File: src/hw/rtl/tpmd_pkg.sv
// Two-tone pilot mode detector: shared constants, widths and types.
// Used by every module of the detector; no dependencies.
package tpmd_pkg;

    localparam int NUM_BINS    = 512;
    localparam int WINDOW_LEN  = 3;
    localparam int SAMPLE_BITS = 16;

    localparam int HALF_WIN = (WINDOW_LEN - 1) / 2;
    localparam int D_RAW    = NUM_BINS - 2 * WINDOW_LEN;
    localparam int D_VAL    = (D_RAW > 0) ? D_RAW : 1;
    localparam int LEFT_K   = 256 * D_VAL;

    localparam int PILOT_W = 9;
    localparam int THR_W   = 16;
    localparam int NF_W    = 16;
    localparam int CFG_W   = 16;
    localparam int ADDR_W  = 3;
    localparam int CODE_W  = 2;
    localparam int NUM_WIN = 4;

    localparam int BIN_W    = $clog2(NUM_BINS);
    localparam int EXT_W    = ((BIN_W > PILOT_W) ? BIN_W : PILOT_W) + 4;
    localparam int ENERGY_W = 2 * SAMPLE_BITS;
    localparam int TOT_W    = 41;
    localparam int WIN_W    = 34;
    localparam int P_W      = WIN_W + 1;
    localparam int B_W      = TOT_W + 1;
    localparam int B_LO_W   = (B_W + 1) / 2;
    localparam int B_HI_W   = B_W - B_LO_W;
    localparam int A_W      = THR_W + $clog2(2 * WINDOW_LEN + 1);
    localparam int NFD_W    = NF_W + $clog2(D_VAL + 1);
    localparam int LEFT_W   = P_W + $clog2(LEFT_K + 1);
    localparam int PROD_W   = A_W + B_W;
    localparam int CMP_W    = (PROD_W > LEFT_W) ? PROD_W : LEFT_W;

    // register indexes
    localparam logic [ADDR_W-1:0] REG_M2_PILOT_A = 3'd0;
    localparam logic [ADDR_W-1:0] REG_M2_PILOT_B = 3'd1;
    localparam logic [ADDR_W-1:0] REG_M1_PILOT_A = 3'd2;
    localparam logic [ADDR_W-1:0] REG_M1_PILOT_B = 3'd3;
    localparam logic [ADDR_W-1:0] REG_THRESHOLD  = 3'd4;
    localparam logic [ADDR_W-1:0] REG_NOISE_FLR  = 3'd5;

    localparam logic [PILOT_W-1:0] PILOT_RST = 9'd1;
    localparam logic [THR_W-1:0]   THR_RST   = 16'd2560;
    localparam logic [NF_W-1:0]    NF_RST    = 16'd1;

    // window slots: mode two a, mode two b, mode one a, mode one b
    typedef struct packed {
        logic [NUM_WIN-1:0][PILOT_W-1:0] pilot;
        logic [THR_W-1:0]                threshold;
        logic [NF_W-1:0]                 noise_floor;
    } cfg_t;

    typedef struct packed {
        logic capture;
        logic accumulate;
        logic dec_sum;
        logic dec_mix;
        logic dec_lo;
        logic dec_hi;
        logic dec_cmp;
        logic mode_sel;   // 0: mode one, 1: mode two
        logic load_out;
    } ctrl_cmd_t;

    typedef struct packed {
        logic last_bin;
    } dp_status_t;

endpackage

File: src/hw/rtl/tpmd_cfg.sv
// Configuration register file of the pilot mode detector.
// Depends on tpmd_pkg for register indexes, reset values and cfg_t.
module tpmd_cfg (
    input  logic                          aclk,
    input  logic                          aresetn,
    input  logic                          cfg_wr_en,
    input  logic [tpmd_pkg::ADDR_W-1:0]   cfg_addr,
    input  logic [tpmd_pkg::CFG_W-1:0]    cfg_wdata,
    output tpmd_pkg::cfg_t                cfg
);
    import tpmd_pkg::*;

    cfg_t cfg_reg;
    cfg_t cfg_next;

    always_comb begin
        cfg_next = cfg_reg;
        if (cfg_wr_en) begin
            case (cfg_addr)
                REG_M2_PILOT_A: cfg_next.pilot[0] = cfg_wdata[PILOT_W-1:0];
                REG_M2_PILOT_B: cfg_next.pilot[1] = cfg_wdata[PILOT_W-1:0];
                REG_M1_PILOT_A: cfg_next.pilot[2] = cfg_wdata[PILOT_W-1:0];
                REG_M1_PILOT_B: cfg_next.pilot[3] = cfg_wdata[PILOT_W-1:0];
                REG_THRESHOLD:  cfg_next.threshold = cfg_wdata[THR_W-1:0];
                REG_NOISE_FLR:  cfg_next.noise_floor = cfg_wdata[NF_W-1:0];
                default: ;
            endcase
        end
    end

    always_ff @(posedge aclk) begin
        if (!aresetn) begin
            cfg_reg.pilot       <= {NUM_WIN{PILOT_RST}};
            cfg_reg.threshold   <= THR_RST;
            cfg_reg.noise_floor <= NF_RST;
        end else begin
            cfg_reg <= cfg_next;
        end
    end

    assign cfg = cfg_reg;

endmodule

File: config.mk
export PLATFORM = sky130hd
export DESIGN_NAME = tpmd_cfg
export DESIGN_NICKNAME = d
export VERILOG_FILES = /design/src/hw/rtl/tpmd_pkg.sv /design/src/hw/rtl/tpmd_cfg.sv
export SDC_FILE = /design/constraint.sdc
export NUM_CORES = 1
export LEC_CHECK = 0
export BUFFER_PORTS_ARGS = -buffer_cell sky130_fd_sc_hd__buf_4
export CAP_MARGIN = 0
export CORE_ASPECT_RATIO = 0.6
export CORE_MARGIN = 2
export CORE_UTILIZATION = 49
export DETAILED_ROUTE_END_ITERATION = 8
export GPL_TIMING_DRIVEN = 0
export PLACE_DENSITY = 0.79
export RECOVER_POWER = 50
export SETUP_SLACK_MARGIN = 0.2
export SYNTH_ARGS = -nofsm -noshare
export SYNTH_HDL_FRONTEND = slang
export SYNTH_SLANG_ARGS = --single-unit
File: constraint.sdc
create_clock -name aclk -period 1.7 [get_ports aclk]
set_input_delay 0.51 -clock aclk [delete_from_list [all_inputs] [get_ports aclk]]
set_output_delay 0.51 -clock aclk [all_outputs]
set_load 0.02 [all_outputs]
Word level (Yosys, flattened, before mapping). Index checks and enable logic that the tools add are counted.

Reduce and logical (&&, ||, !) cells: 7. Equal/unequal tests: 5.

Operators by type and width (number): AND reduction 2 bit (6); == test 3 x 2 -> 1 bit (second input constant) (2); == test 3 bit (second input constant) (2); == test 3 x 1 -> 1 bit (second input constant) (1); logical NOT 3 bit (1).

Output and inout bits: 68. Bits in registers: 68. Input port bits: 22.

Logic depth before layout (Yosys ltp).
Depth after elaboration: 2. Gate-level depth with buffers: 5.

Worst setup path before layout. OpenSTA, ideal clock, no wires.

Kind: input to register. From: in cfg_addr[0] in the netlist's numbering. To: reg cfg_reg (netlist bit cfg[32]). Arrival time: 1.288 ns. Required time: 1.570 ns. Setup time: 0.130 ns. Stages: 3. Buffers on the path: 1. Path slack: 0.282 ns. Cells stage by stage: or4b_4 -> buf_6 -> mux2i_1.

Cells in the longest elaborated chain, start to end: 2.

RTL lines: start, declared (line tpmd_cfg.sv:7) `input logic [tpmd_pkg::ADDR_W-1:0] cfg_addr,`; logical NOT 3 bit (line tpmd_cfg.sv:19) `case (cfg_addr)`; AND reduction 2 bit (no source line); end signal, assigned (line tpmd_cfg.sv:37) `cfg_reg <= cfg_next;`; end, declared (line tpmd_cfg.sv:13) `cfg_t cfg_reg;`.

No other way between the ends. A chain may end at the register's enable or synchronous reset.

Worst setup path in the final report.
From: reg cfg_reg (netlist bit cfg[20]). To: out cfg[20] in the netlist's numbering.

RTL lines: end, declared (line tpmd_cfg.sv:9) `output tpmd_pkg::cfg_t cfg`.

No word-level cell between the ends.

==> flow_summary.toml <==
[layout]
layout_common_cells = "nand2_1 (77), mux2i_1 (68), buf_4 (68), dfxtp_1 (68), clkbuf_1 (31)"
final_common_cell = "nand2_1"
n_antenna_cell = 0
drive_gt1_frac = 0.262
nets = 368
largest_reg_flops = 68
syn_to_final_growth_pct = 34.4
utilization = 0.682

[synth]
synth_simple_gate_area_frac = 0.164
synth_cells = 247
synthAdderAreaFrac = 0
yosys_warnings = 0
synthXorXnorAreaFrac = 0
syn_avg_cell_area_um2 = 10.3
syn_nets = 269
synthesis.area_um2 = 2550
synth.area.mux_share = 0.267
yosysSeqAreaShare = 0.534
synth_top_family_by_area = "multiplexers"
synth_cell_types = 12
ys_ff_latch = 68
synth_compound_area_frac = 0

[sta]
final_hold_viol_count = 0
fin_crit_sh = 0.845
setup_viol = 0
drv_slew = 0
tightest_slew_ns = 0.540
min_period_ns = 1.44
fin_ws_ns = 0.264
slew-limit-headroom = 0.640
fin_worst_skew_ns = 0
fmax_ghz = 0.696
hold_ws_ns = 0.414
rsz0062_at_grt = "no"
fin_tns_setup_ns = 0

[hold_path]
hold_depth = 3
hp-start = "cfg_wdata[9]"
hold_class = "in2reg"

[setup_path]
crit_cells = 1
path_cells = "clkbuf_1"
crit_type = "reg2out"
worstSetupStartpoint = "cfg[20]"
reg2reg_depth = 2
cp-end-kind = "output port"
timing.rr.start = "cfg[32]"
crit_slowest_cell = "dfxtp_1"
crit_path_max_fanout = 2
cp_data_required_time_ns = 1.19
path_buf_inv = 1
critPathLaunchType = "register"
crit_family = "flip-flops"
cp.arrival_ns = 0.93
crit_path_max_incr_delay_ns = 0.33

[power_and_ir_drop]
powerDensity_nw_per_um2 = 987
total_power_mw = 3.38
leakagePower_nw = 1.60
ir_drop_mv = 0.570

[clock_tree]
clock_latency_ns = 0.35
htreeDepth = 3
cts_buffers = 9
clockBufferDepth = 2
cts.repair.resized = 0
postCtsHoldBufs = 0
cts.sinks = 68
clkTransAtPathRegs_ns = 0.07
root_buffer = "clkbuf_8"
tritoncts = "built"
post-cts-setup-buffers = 0

[global_routing]
grt_pass1_wl_um = 10100
antenna_found_initial = 0
grt_pass1_vias = 2020
track_usage = 0.232
overflow = 0
grt_start_max_net_pins = 12

[detailed_routing]
num_vias = 2064
drc = 0
drtAntennaViolNets = 0
finalWirelength_um = 6390
dr.pass1.iters = 4
first_iter_violations = 78
post_drt_wl_per_cell_um = 15.3
vias_per_cell = 4.95

[die]
start_util = 0.507
dieHeight_um = 59.9
design.core.area_um2 = 5030
ioPinCount = 90
rows = 20
die_w_um = 97.2
dieArea_um2 = 5820

[place]
gp_congestion = 0.746
numPortBuffers = 88
place_ws_ns = 0.0219
dp_hpwl_um = 4650

[run]
drv_cap = 0

[outcome]
outcome = "complete, no violations"
power by group:
part           internal [mW]  switching [mW]  total, mW  leakage [nW]
combinational          0.116           0.168      0.284         0.940
clock                  0.858           0.591       1.45         0.113
sequential              1.63          0.0203       1.65         0.551
per-layer routing:
layer | vias up | GRT usage | routed length (um)
met5 | - | 0 | 0
met4 | 0 | 0.0845 | 89
met3 | 8 | 0.0971 | 555
met2 | 65 | 0.355 | 2690
met1 | 975 | 0.300 | 3060
li1 | 1016 | - | -
through the flow:
step                area (um2)  cells
global placement          3290    401
CTS                       3510    417
finish                    3430    417
detailed placement        3290    401
global route              3430    417
floorplan                 2550    247
Yosys cell counts (all sizes together):
master | n | area [um2]
or4b | 1 | 13.8
nor4bb | 1 | 10.0
nand4b | 2 | 17.5
dfxtp | 68 | 1360
buf | 10 | 61.3
and4bb | 2 | 25.0
nand2 | 77 | 289
clkbuf | 8 | 30.0
nor2b | 10 | 62.6
mux2i | 68 | 681
path summary, 6_finish.rpt:
| path | slack [ns] | to |
|---|---|---|
| hold / removal | 0.41 | cfg[9] |
| setup / recovery | 0.26 | cfg[20] |
| setup reg to reg | 1.03 | cfg[32] |
| hold reg to reg | 0.46 | cfg[53] |
cell type report:
| type | instances | area, um2 |
|---|---|---|
| Clock buffer | 11 | 141 |
| Sequential cell | 68 | 1360 |
| Timing Repair Buffer | 88 | 582 |
| Clock inverter | 5 | 75.1 |
| Fill cell | 418 | 1600 |
| Buffer | 18 | 87.6 |
| Tap cell | 66 | 82.6 |
| Multi-Input combinational cell | 161 | 1100 |
cells by family after synthesis:
logic type	count (synthesis)
buf+inv	18
flops	68
mux	68
simple gates	93
worst reg2reg max path, stage by stage, from the launching register on:
cell and delay (ns):
dfxtp_1 0.33, nor2b_1 0.14, mux2i_1 0.09
No activity file was read; power rests on OpenSTA's default activity.
