==> src/hw/rtl/tpmd_pkg.sv <==
// Two-tone pilot mode detector: shared constants, widths and types.
// Used by every module of the detector; no dependencies.
package tpmd_pkg;

    localparam int NUM_BINS    = 512;
    localparam int WINDOW_LEN  = 3;
    localparam int SAMPLE_BITS = 16;

    localparam int HALF_WIN = (WINDOW_LEN - 1) / 2;
    localparam int D_RAW    = NUM_BINS - 2 * WINDOW_LEN;
    localparam int D_VAL    = (D_RAW > 0) ? D_RAW : 1;
    localparam int LEFT_K   = 256 * D_VAL;

    localparam int PILOT_W = 9;
    localparam int THR_W   = 16;
    localparam int NF_W    = 16;
    localparam int CFG_W   = 16;
    localparam int ADDR_W  = 3;
    localparam int CODE_W  = 2;
    localparam int NUM_WIN = 4;

    localparam int BIN_W    = $clog2(NUM_BINS);
    localparam int EXT_W    = ((BIN_W > PILOT_W) ? BIN_W : PILOT_W) + 4;
    localparam int ENERGY_W = 2 * SAMPLE_BITS;
    localparam int TOT_W    = 41;
    localparam int WIN_W    = 34;
    localparam int P_W      = WIN_W + 1;
    localparam int B_W      = TOT_W + 1;
    localparam int B_LO_W   = (B_W + 1) / 2;
    localparam int B_HI_W   = B_W - B_LO_W;
    localparam int A_W      = THR_W + $clog2(2 * WINDOW_LEN + 1);
    localparam int NFD_W    = NF_W + $clog2(D_VAL + 1);
    localparam int LEFT_W   = P_W + $clog2(LEFT_K + 1);
    localparam int PROD_W   = A_W + B_W;
    localparam int CMP_W    = (PROD_W > LEFT_W) ? PROD_W : LEFT_W;

    // register indexes
    localparam logic [ADDR_W-1:0] REG_M2_PILOT_A = 3'd0;
    localparam logic [ADDR_W-1:0] REG_M2_PILOT_B = 3'd1;
    localparam logic [ADDR_W-1:0] REG_M1_PILOT_A = 3'd2;
    localparam logic [ADDR_W-1:0] REG_M1_PILOT_B = 3'd3;
    localparam logic [ADDR_W-1:0] REG_THRESHOLD  = 3'd4;
    localparam logic [ADDR_W-1:0] REG_NOISE_FLR  = 3'd5;

    localparam logic [PILOT_W-1:0] PILOT_RST = 9'd1;
    localparam logic [THR_W-1:0]   THR_RST   = 16'd2560;
    localparam logic [NF_W-1:0]    NF_RST    = 16'd1;

    // window slots: mode two a, mode two b, mode one a, mode one b
    typedef struct packed {
        logic [NUM_WIN-1:0][PILOT_W-1:0] pilot;
        logic [THR_W-1:0]                threshold;
        logic [NF_W-1:0]                 noise_floor;
    } cfg_t;

    typedef struct packed {
        logic capture;
        logic accumulate;
        logic dec_sum;
        logic dec_mix;
        logic dec_lo;
        logic dec_hi;
        logic dec_cmp;
        logic mode_sel;   // 0: mode one, 1: mode two
        logic load_out;
    } ctrl_cmd_t;

    typedef struct packed {
        logic last_bin;
    } dp_status_t;

endpackage

==> src/hw/rtl/tpmd_ctrl.sv <==
// Controller of the pilot mode detector: input handshake, decision sequence
// and output register control. Depends on tpmd_pkg; commands tpmd_dp.
module tpmd_ctrl (
    input  logic                  aclk,
    input  logic                  aresetn,
    input  logic                  s_valid,
    output logic                  s_ready,
    output logic                  m_valid,
    input  logic                  m_ready,
    input  tpmd_pkg::dp_status_t  status,
    output tpmd_pkg::ctrl_cmd_t   cmd
);
    import tpmd_pkg::*;

    localparam logic [2:0] ST_IDLE = 3'd0;
    localparam logic [2:0] ST_ACC  = 3'd1;
    localparam logic [2:0] ST_SUM  = 3'd2;
    localparam logic [2:0] ST_MIX  = 3'd3;
    localparam logic [2:0] ST_LO   = 3'd4;
    localparam logic [2:0] ST_HI   = 3'd5;
    localparam logic [2:0] ST_CMP  = 3'd6;
    localparam logic [2:0] ST_DONE = 3'd7;

    logic [2:0] state_reg, state_next;
    logic       mode_sel_reg, mode_sel_next;
    logic       m_valid_reg, m_valid_next;

    always_comb begin
        state_next    = state_reg;
        mode_sel_next = mode_sel_reg;
        cmd           = '0;
        cmd.mode_sel  = mode_sel_reg;
        s_ready       = 1'b0;
        case (state_reg)
            ST_IDLE: begin
                s_ready = 1'b1;
                if (s_valid) begin
                    cmd.capture = 1'b1;
                    state_next  = ST_ACC;
                end
            end
            ST_ACC: begin
                cmd.accumulate = 1'b1;
                mode_sel_next  = 1'b0;
                state_next     = status.last_bin ? ST_SUM : ST_IDLE;
            end
            ST_SUM: begin
                cmd.dec_sum = 1'b1;
                state_next  = ST_MIX;
            end
            ST_MIX: begin
                cmd.dec_mix = 1'b1;
                state_next  = ST_LO;
            end
            ST_LO: begin
                cmd.dec_lo = 1'b1;
                state_next = ST_HI;
            end
            ST_HI: begin
                cmd.dec_hi = 1'b1;
                state_next = ST_CMP;
            end
            ST_CMP: begin
                cmd.dec_cmp = 1'b1;
                if (mode_sel_reg) begin
                    state_next = ST_DONE;
                end else begin
                    mode_sel_next = 1'b1;
                    state_next    = ST_SUM;
                end
            end
            ST_DONE: begin
                if (!m_valid_reg || m_ready) begin
                    cmd.load_out = 1'b1;
                    state_next   = ST_IDLE;
                end
            end
            default: state_next = ST_IDLE;
        endcase
    end

    always_comb begin
        m_valid_next = m_valid_reg;
        if (cmd.load_out)
            m_valid_next = 1'b1;
        else if (m_ready)
            m_valid_next = 1'b0;
    end

    always_ff @(posedge aclk) begin
        if (!aresetn) begin
            state_reg    <= ST_IDLE;
            mode_sel_reg <= 1'b0;
            m_valid_reg  <= 1'b0;
        end else begin
            state_reg    <= state_next;
            mode_sel_reg <= mode_sel_next;
            m_valid_reg  <= m_valid_next;
        end
    end

    assign m_valid = m_valid_reg;

    assert property (@(posedge aclk) disable iff (!aresetn)
        (state_reg == ST_ACC && status.last_bin) |=> (state_reg == ST_SUM && !mode_sel_reg))
        else $error("decision did not start with mode one");

    assert property (@(posedge aclk) disable iff (!aresetn)
        (state_reg == ST_CMP && !mode_sel_reg) |=> (state_reg == ST_SUM && mode_sel_reg))
        else $error("mode two pass skipped");

    assert property (@(posedge aclk) disable iff (!aresetn)
        cmd.load_out |=> (m_valid && state_reg == ST_IDLE))
        else $error("result not presented after load");

endmodule

==> config.mk <==
export PLATFORM = sky130hd
export DESIGN_NAME = tpmd_ctrl
export DESIGN_NICKNAME = d
export VERILOG_FILES = /design/src/hw/rtl/tpmd_pkg.sv /design/src/hw/rtl/tpmd_ctrl.sv
export SDC_FILE = /design/constraint.sdc
export NUM_CORES = 1
export LEC_CHECK = 0
export BUFFER_PORTS_ARGS = -buffer_cell sky130_fd_sc_hd__buf_2
export CORE_AREA = 4 4 41 43
export DETAILED_ROUTE_END_ITERATION = 8
export DIE_AREA = 0 0 45 47
export SLEW_MARGIN = 20
export SYNTH_ARGS = -nofsm -noshare
export SYNTH_HDL_FRONTEND = slang
export SYNTH_SLANG_ARGS = --single-unit
==> constraint.sdc <==
create_clock -name aclk -period 3.2 [get_ports aclk]
set_input_delay 0.48 -clock aclk [delete_from_list [all_inputs] [get_ports aclk]]
set_output_delay 0.48 -clock aclk [all_outputs]
set_load 0.005 [all_outputs]
### After elaboration in Yosys (flattened, before gate mapping)

Cells that the tools add are included.

* eq/ne operators: 9
* multiplexer cells: 19
* reduce and logical (&&, ||, !) cells: 6

Operator list (number)
* $pmux 3 s8: 1
* $mux 1: 13
* $eq 3x3->1 const B: 4
* $mux 3: 3
* $eq 3x2->1 const B: 2
* $ne 2x2->1 const B: 2
* $reduce_bool 2->1: 2
* $eq 3x1->1 const B: 1
* $logic_not 3->1: 1
* $mux 2: 1
* $pmux 1 s2: 1
* $reduce_and 2->1: 1
* $logic_not 1->1: 1
* $logic_or 1x1->1: 1

* register bits after elaboration: 5
* bits of input ports: 5
* word-level logic and storage cells: 37

### Longest topological paths before layout

* word-level depth: 5
* mapped depth: 4
* gate-level depth less buffers: 3

### Worst setup path before layout

No wires, ideal clock.

* kind: register to output
* from: reg state_reg[2]
* to: out cmd[8] in the netlist's numbering
* arrival time: 875 ps
* slack: 1845 ps
* cell stages (with the launch flop): 4
* buffers on the path: 1
* cell sequence: dfxtp_1 -> buf_2 -> nor3_1 -> and2_1

RTL lines
* start: declaration: RTL line tpmd_ctrl.sv:24 `logic [2:0] state_reg, state_next;`
* start signal: assignment: RTL line tpmd_ctrl.sv:96 `state_reg <= state_next;`
* end: declaration: RTL line tpmd_ctrl.sv:11 `output tpmd_pkg::ctrl_cmd_t cmd`

==> results list <==
* Outcome: finished clean
* Cts repair resizes: 0
- Of all nets on the critical path, the largest fanout is 13.
* Endpoint class of the critical path: primary output
* Final number of max-transition violations: 0
* Drt pass-1 iters: 2
* Die X: 45 um
- Count of buffers inserted at the top-level ports: 15
- The first global-routing pass estimated 1.21 mm of wire.
* Post-route antenna net violation count: 0
* Routed wire length: 715 um
- Global route total overflow: 0
- The routed layout has 301 vias.
* Arrival time reported for the critical path endpoint: 1.23 ns
- Post-Syn Instances: 40
- In the finished design, the share of the clock period the worst path needs comes to 53.3%.
- Between clock sinks in the finished design, the worst skew comes to 0.00440 ns.
- Std-Cell Core Area: 0.00130 mm2
- The worst setup path is of the reg -> out kind.
- Mean area per synthesized cell: 8.07 um2
* Largest register FFs: 3
* Post-route worst setup slack: 1.49 ns
- The slowest stage of the critical path belongs to the cell dfxtp_1.
* Leakage power of the design: 0.191 nW
- Cts bufs inserted: 3
- Summing the sequential cell areas from Yosys gives 31.0% of the chip area.
- Max cap viols: 0
- Netlist cell types: 18
* Avg Vias per Cell: 4.43
- Number of antenna violations at the first check in global routing: 0
* Largest net degree at the start of global routing: 14
- The tree is rooted in a clkbuf_4.
- In this run the cell area of the synthesized design comes to 323 um2.
- The largest single stage delay on the critical path is 0.53 ns.
* Ys Warns: 0
* Vias in the first global route: 263
- The synthesized design contains 5 register bits.
* Fill cells: 152
- At the later pin of the worst-skew pair, clock insertion delay measures 0.25 ns.
* Maximum root-to-sink buffer count: 2
* Fraction of layout instances using a drive strength above 1: 34.0%
* Clock tree from TritonCTS: yes
- For this run, design rule violations remaining after detail routing come to 0.
- In this run, post-CTS hold repair placed 0 buffers.
- In this run the post-CTS setup repair buffer count came out at 0.
* # rows: 13
- CTS built an H-tree with a depth of 1.
- Clock-pin slew was measured on the worst setup and hold paths at 0.05 ns.
- Measured against its own limit, the worst slew margin works out to 70.6%.
* Routability-driven placement congestion ratio: 0.761
- Layout overhead on the synthesized area: 24.0%
* Syn_nets: 45
* Ports placed on the boundary: 16
- Top area cells in the synthesized netlist: dfxtp_1, buf_4, nor3b_1
- Average wire per standard cell: 10.5 um
- The worst path needs 1.71 ns of the cycle, external delays included.
* Sequence of cells on the critical path: nor3b_1 -> buf_2
* Area enclosed by the die boundary: 0.00212 mm2
- Worst setup timing slack at the placement stage: 1.75 ns
- The number of endpoints with negative hold slack in the final report came to 0.
- Die height: 47 um
- Total Neg Setup Slack: 0 ns
* Detailed-placement wirelength estimate: 518 um
- The worst setup path is launched from a flip-flop.
* Transition time at the pin with the least slew margin: 0.435 ns
- Clock sink count: 5
* Cell taking the most area after synthesis: dfxtp_1
- Setup violations remaining at the end of the flow were counted as 0.
- The first routing iteration left 3 violations.
- Data required time at the worst endpoint: 2.72 ns
- Power density normalized to cell area: 418 mW/mm2
* Worst hold path class: in -> reg
* Worst voltage drop across the vdd grid: 0.204 mV
- Initial core utilization: 24.8%
- In the final design database the tool counted 59 nets.
- Setup repair after global routing left no endpoint under its margin.
- 0 antenna diodes ended up in the layout.
- Global routing used 8.70% of the available tracks.
* Peak Freq: 0.586 GHz
- Among cell families on the critical path, the largest total delay comes from flip-flops.
- The top cell type by area accounts for 31.0% of the synthesized area.
- The number of buffers and inverters on the critical path is 1.
-- cell usage in the layout, fill, tap and decap left out, drive strengths merged --
cell    synthesis  layout
a21boi          2       2
a21oi           3       3
and2            1       1
and3b           2       2
buf             6      15
clkbuf          0       4
dfxtp           5       5
nand2           2       2
nand2b          2       2
nand3           1       1
nor2            3       3
nor2b           2       2
nor3            2       2
nor3b           3       3
o21a            3       3
o21bai          1       1
o41ai           1       1
or2             1       1
-- Yosys cell counts --
library cell  n
buf_4         5
dfxtp_1       5
a21oi_1       3
nor2_1        3
nor3b_1       3
o21a_1        3
a21boi_0      2
and3b_1       2
nand2_1       2
nand2b_1      2
nor2b_1       2
nor3_1        2
and2_1        1
buf_2         1
nand3_1       1
o21bai_1      1
o41ai_1       1
or2_0         1
-- power breakdown --
group	switching (W)	internal, W
Combinational	0.00000839	0.0000119
Clock	0.0000284	0.0000473
Sequential	0.00000643	0.0000648
-- logic make-up (layout without fill, tap and decap cells) --
family | Yosys count | in the layout | synth area share, %
flip-flops | 5 | 5 | 31.0
buffers and inverters | 6 | 19 | 13.2
AO/OA/AOI/OAI | 10 | 10 | 21.3
AND/OR/NAND/NOR | 19 | 19 | 34.5
-- path summary, 6_finish.rpt --
path,startpoint,end,slack [ns],cells past startpoint
min,aresetn,state_reg[2]$_SDFFE_PN0P_,0.49,2
max reg2reg,state_reg[0]$_SDFFE_PN0P_,mode_sel_reg$_SDFFE_PN0P_,2.03,3
min reg2reg,m_valid$_SDFFE_PN0P_,m_valid$_SDFFE_PN0P_,0.54,2
max,state_reg[0]$_SDFFE_PN0P_,cmd[7],1.49,2
-- area by class of cell --
class	instances	area, um2	share of cell area [%]
Multi-Input combinational cell	29	180	45.0
Tap cell	15	18.8	4.69
Clock buffer	4	26.3	6.56
Timing Repair Buffer	15	75.1	18.8
Sequential cell	5	100	25.0
-- through the flow --
| step | utilization [%] | instance area, um2 | instances | power, W | hold slack, ns |
|---|---|---|---|---|---|
| final | 30.8 | 400 | 68 | 0.000167 | 0.486 |
| after global routing | 30.8 | 400 | 68 | 0.000179 | 0.510 |
| after CTS | 30.8 | 400 | 68 | 0.000170 | 0.486 |
| after detailed placement | 28.7 | 374 | 64 | 0.0000929 | 0.528 |
| after global placement | 28.7 | 374 | 64 | 0.0000925 | 0.538 |
| after floorplan | - | 323 | 40 | 0.0000848 | 0.519 |
-- metal layers --
metal | vias to the layer above | global-route usage [%] | part of all wire, %
met5 | - | 0 | 0
met1 | 124 | 9.82 | 47
met2 | 13 | 11.3 | 37
met4 | 0 | 10.5 | 4.2
li1 | 160 | - | -
met3 | 4 | 3.45 | 11
No activity file was read; power rests on OpenSTA's default activity.
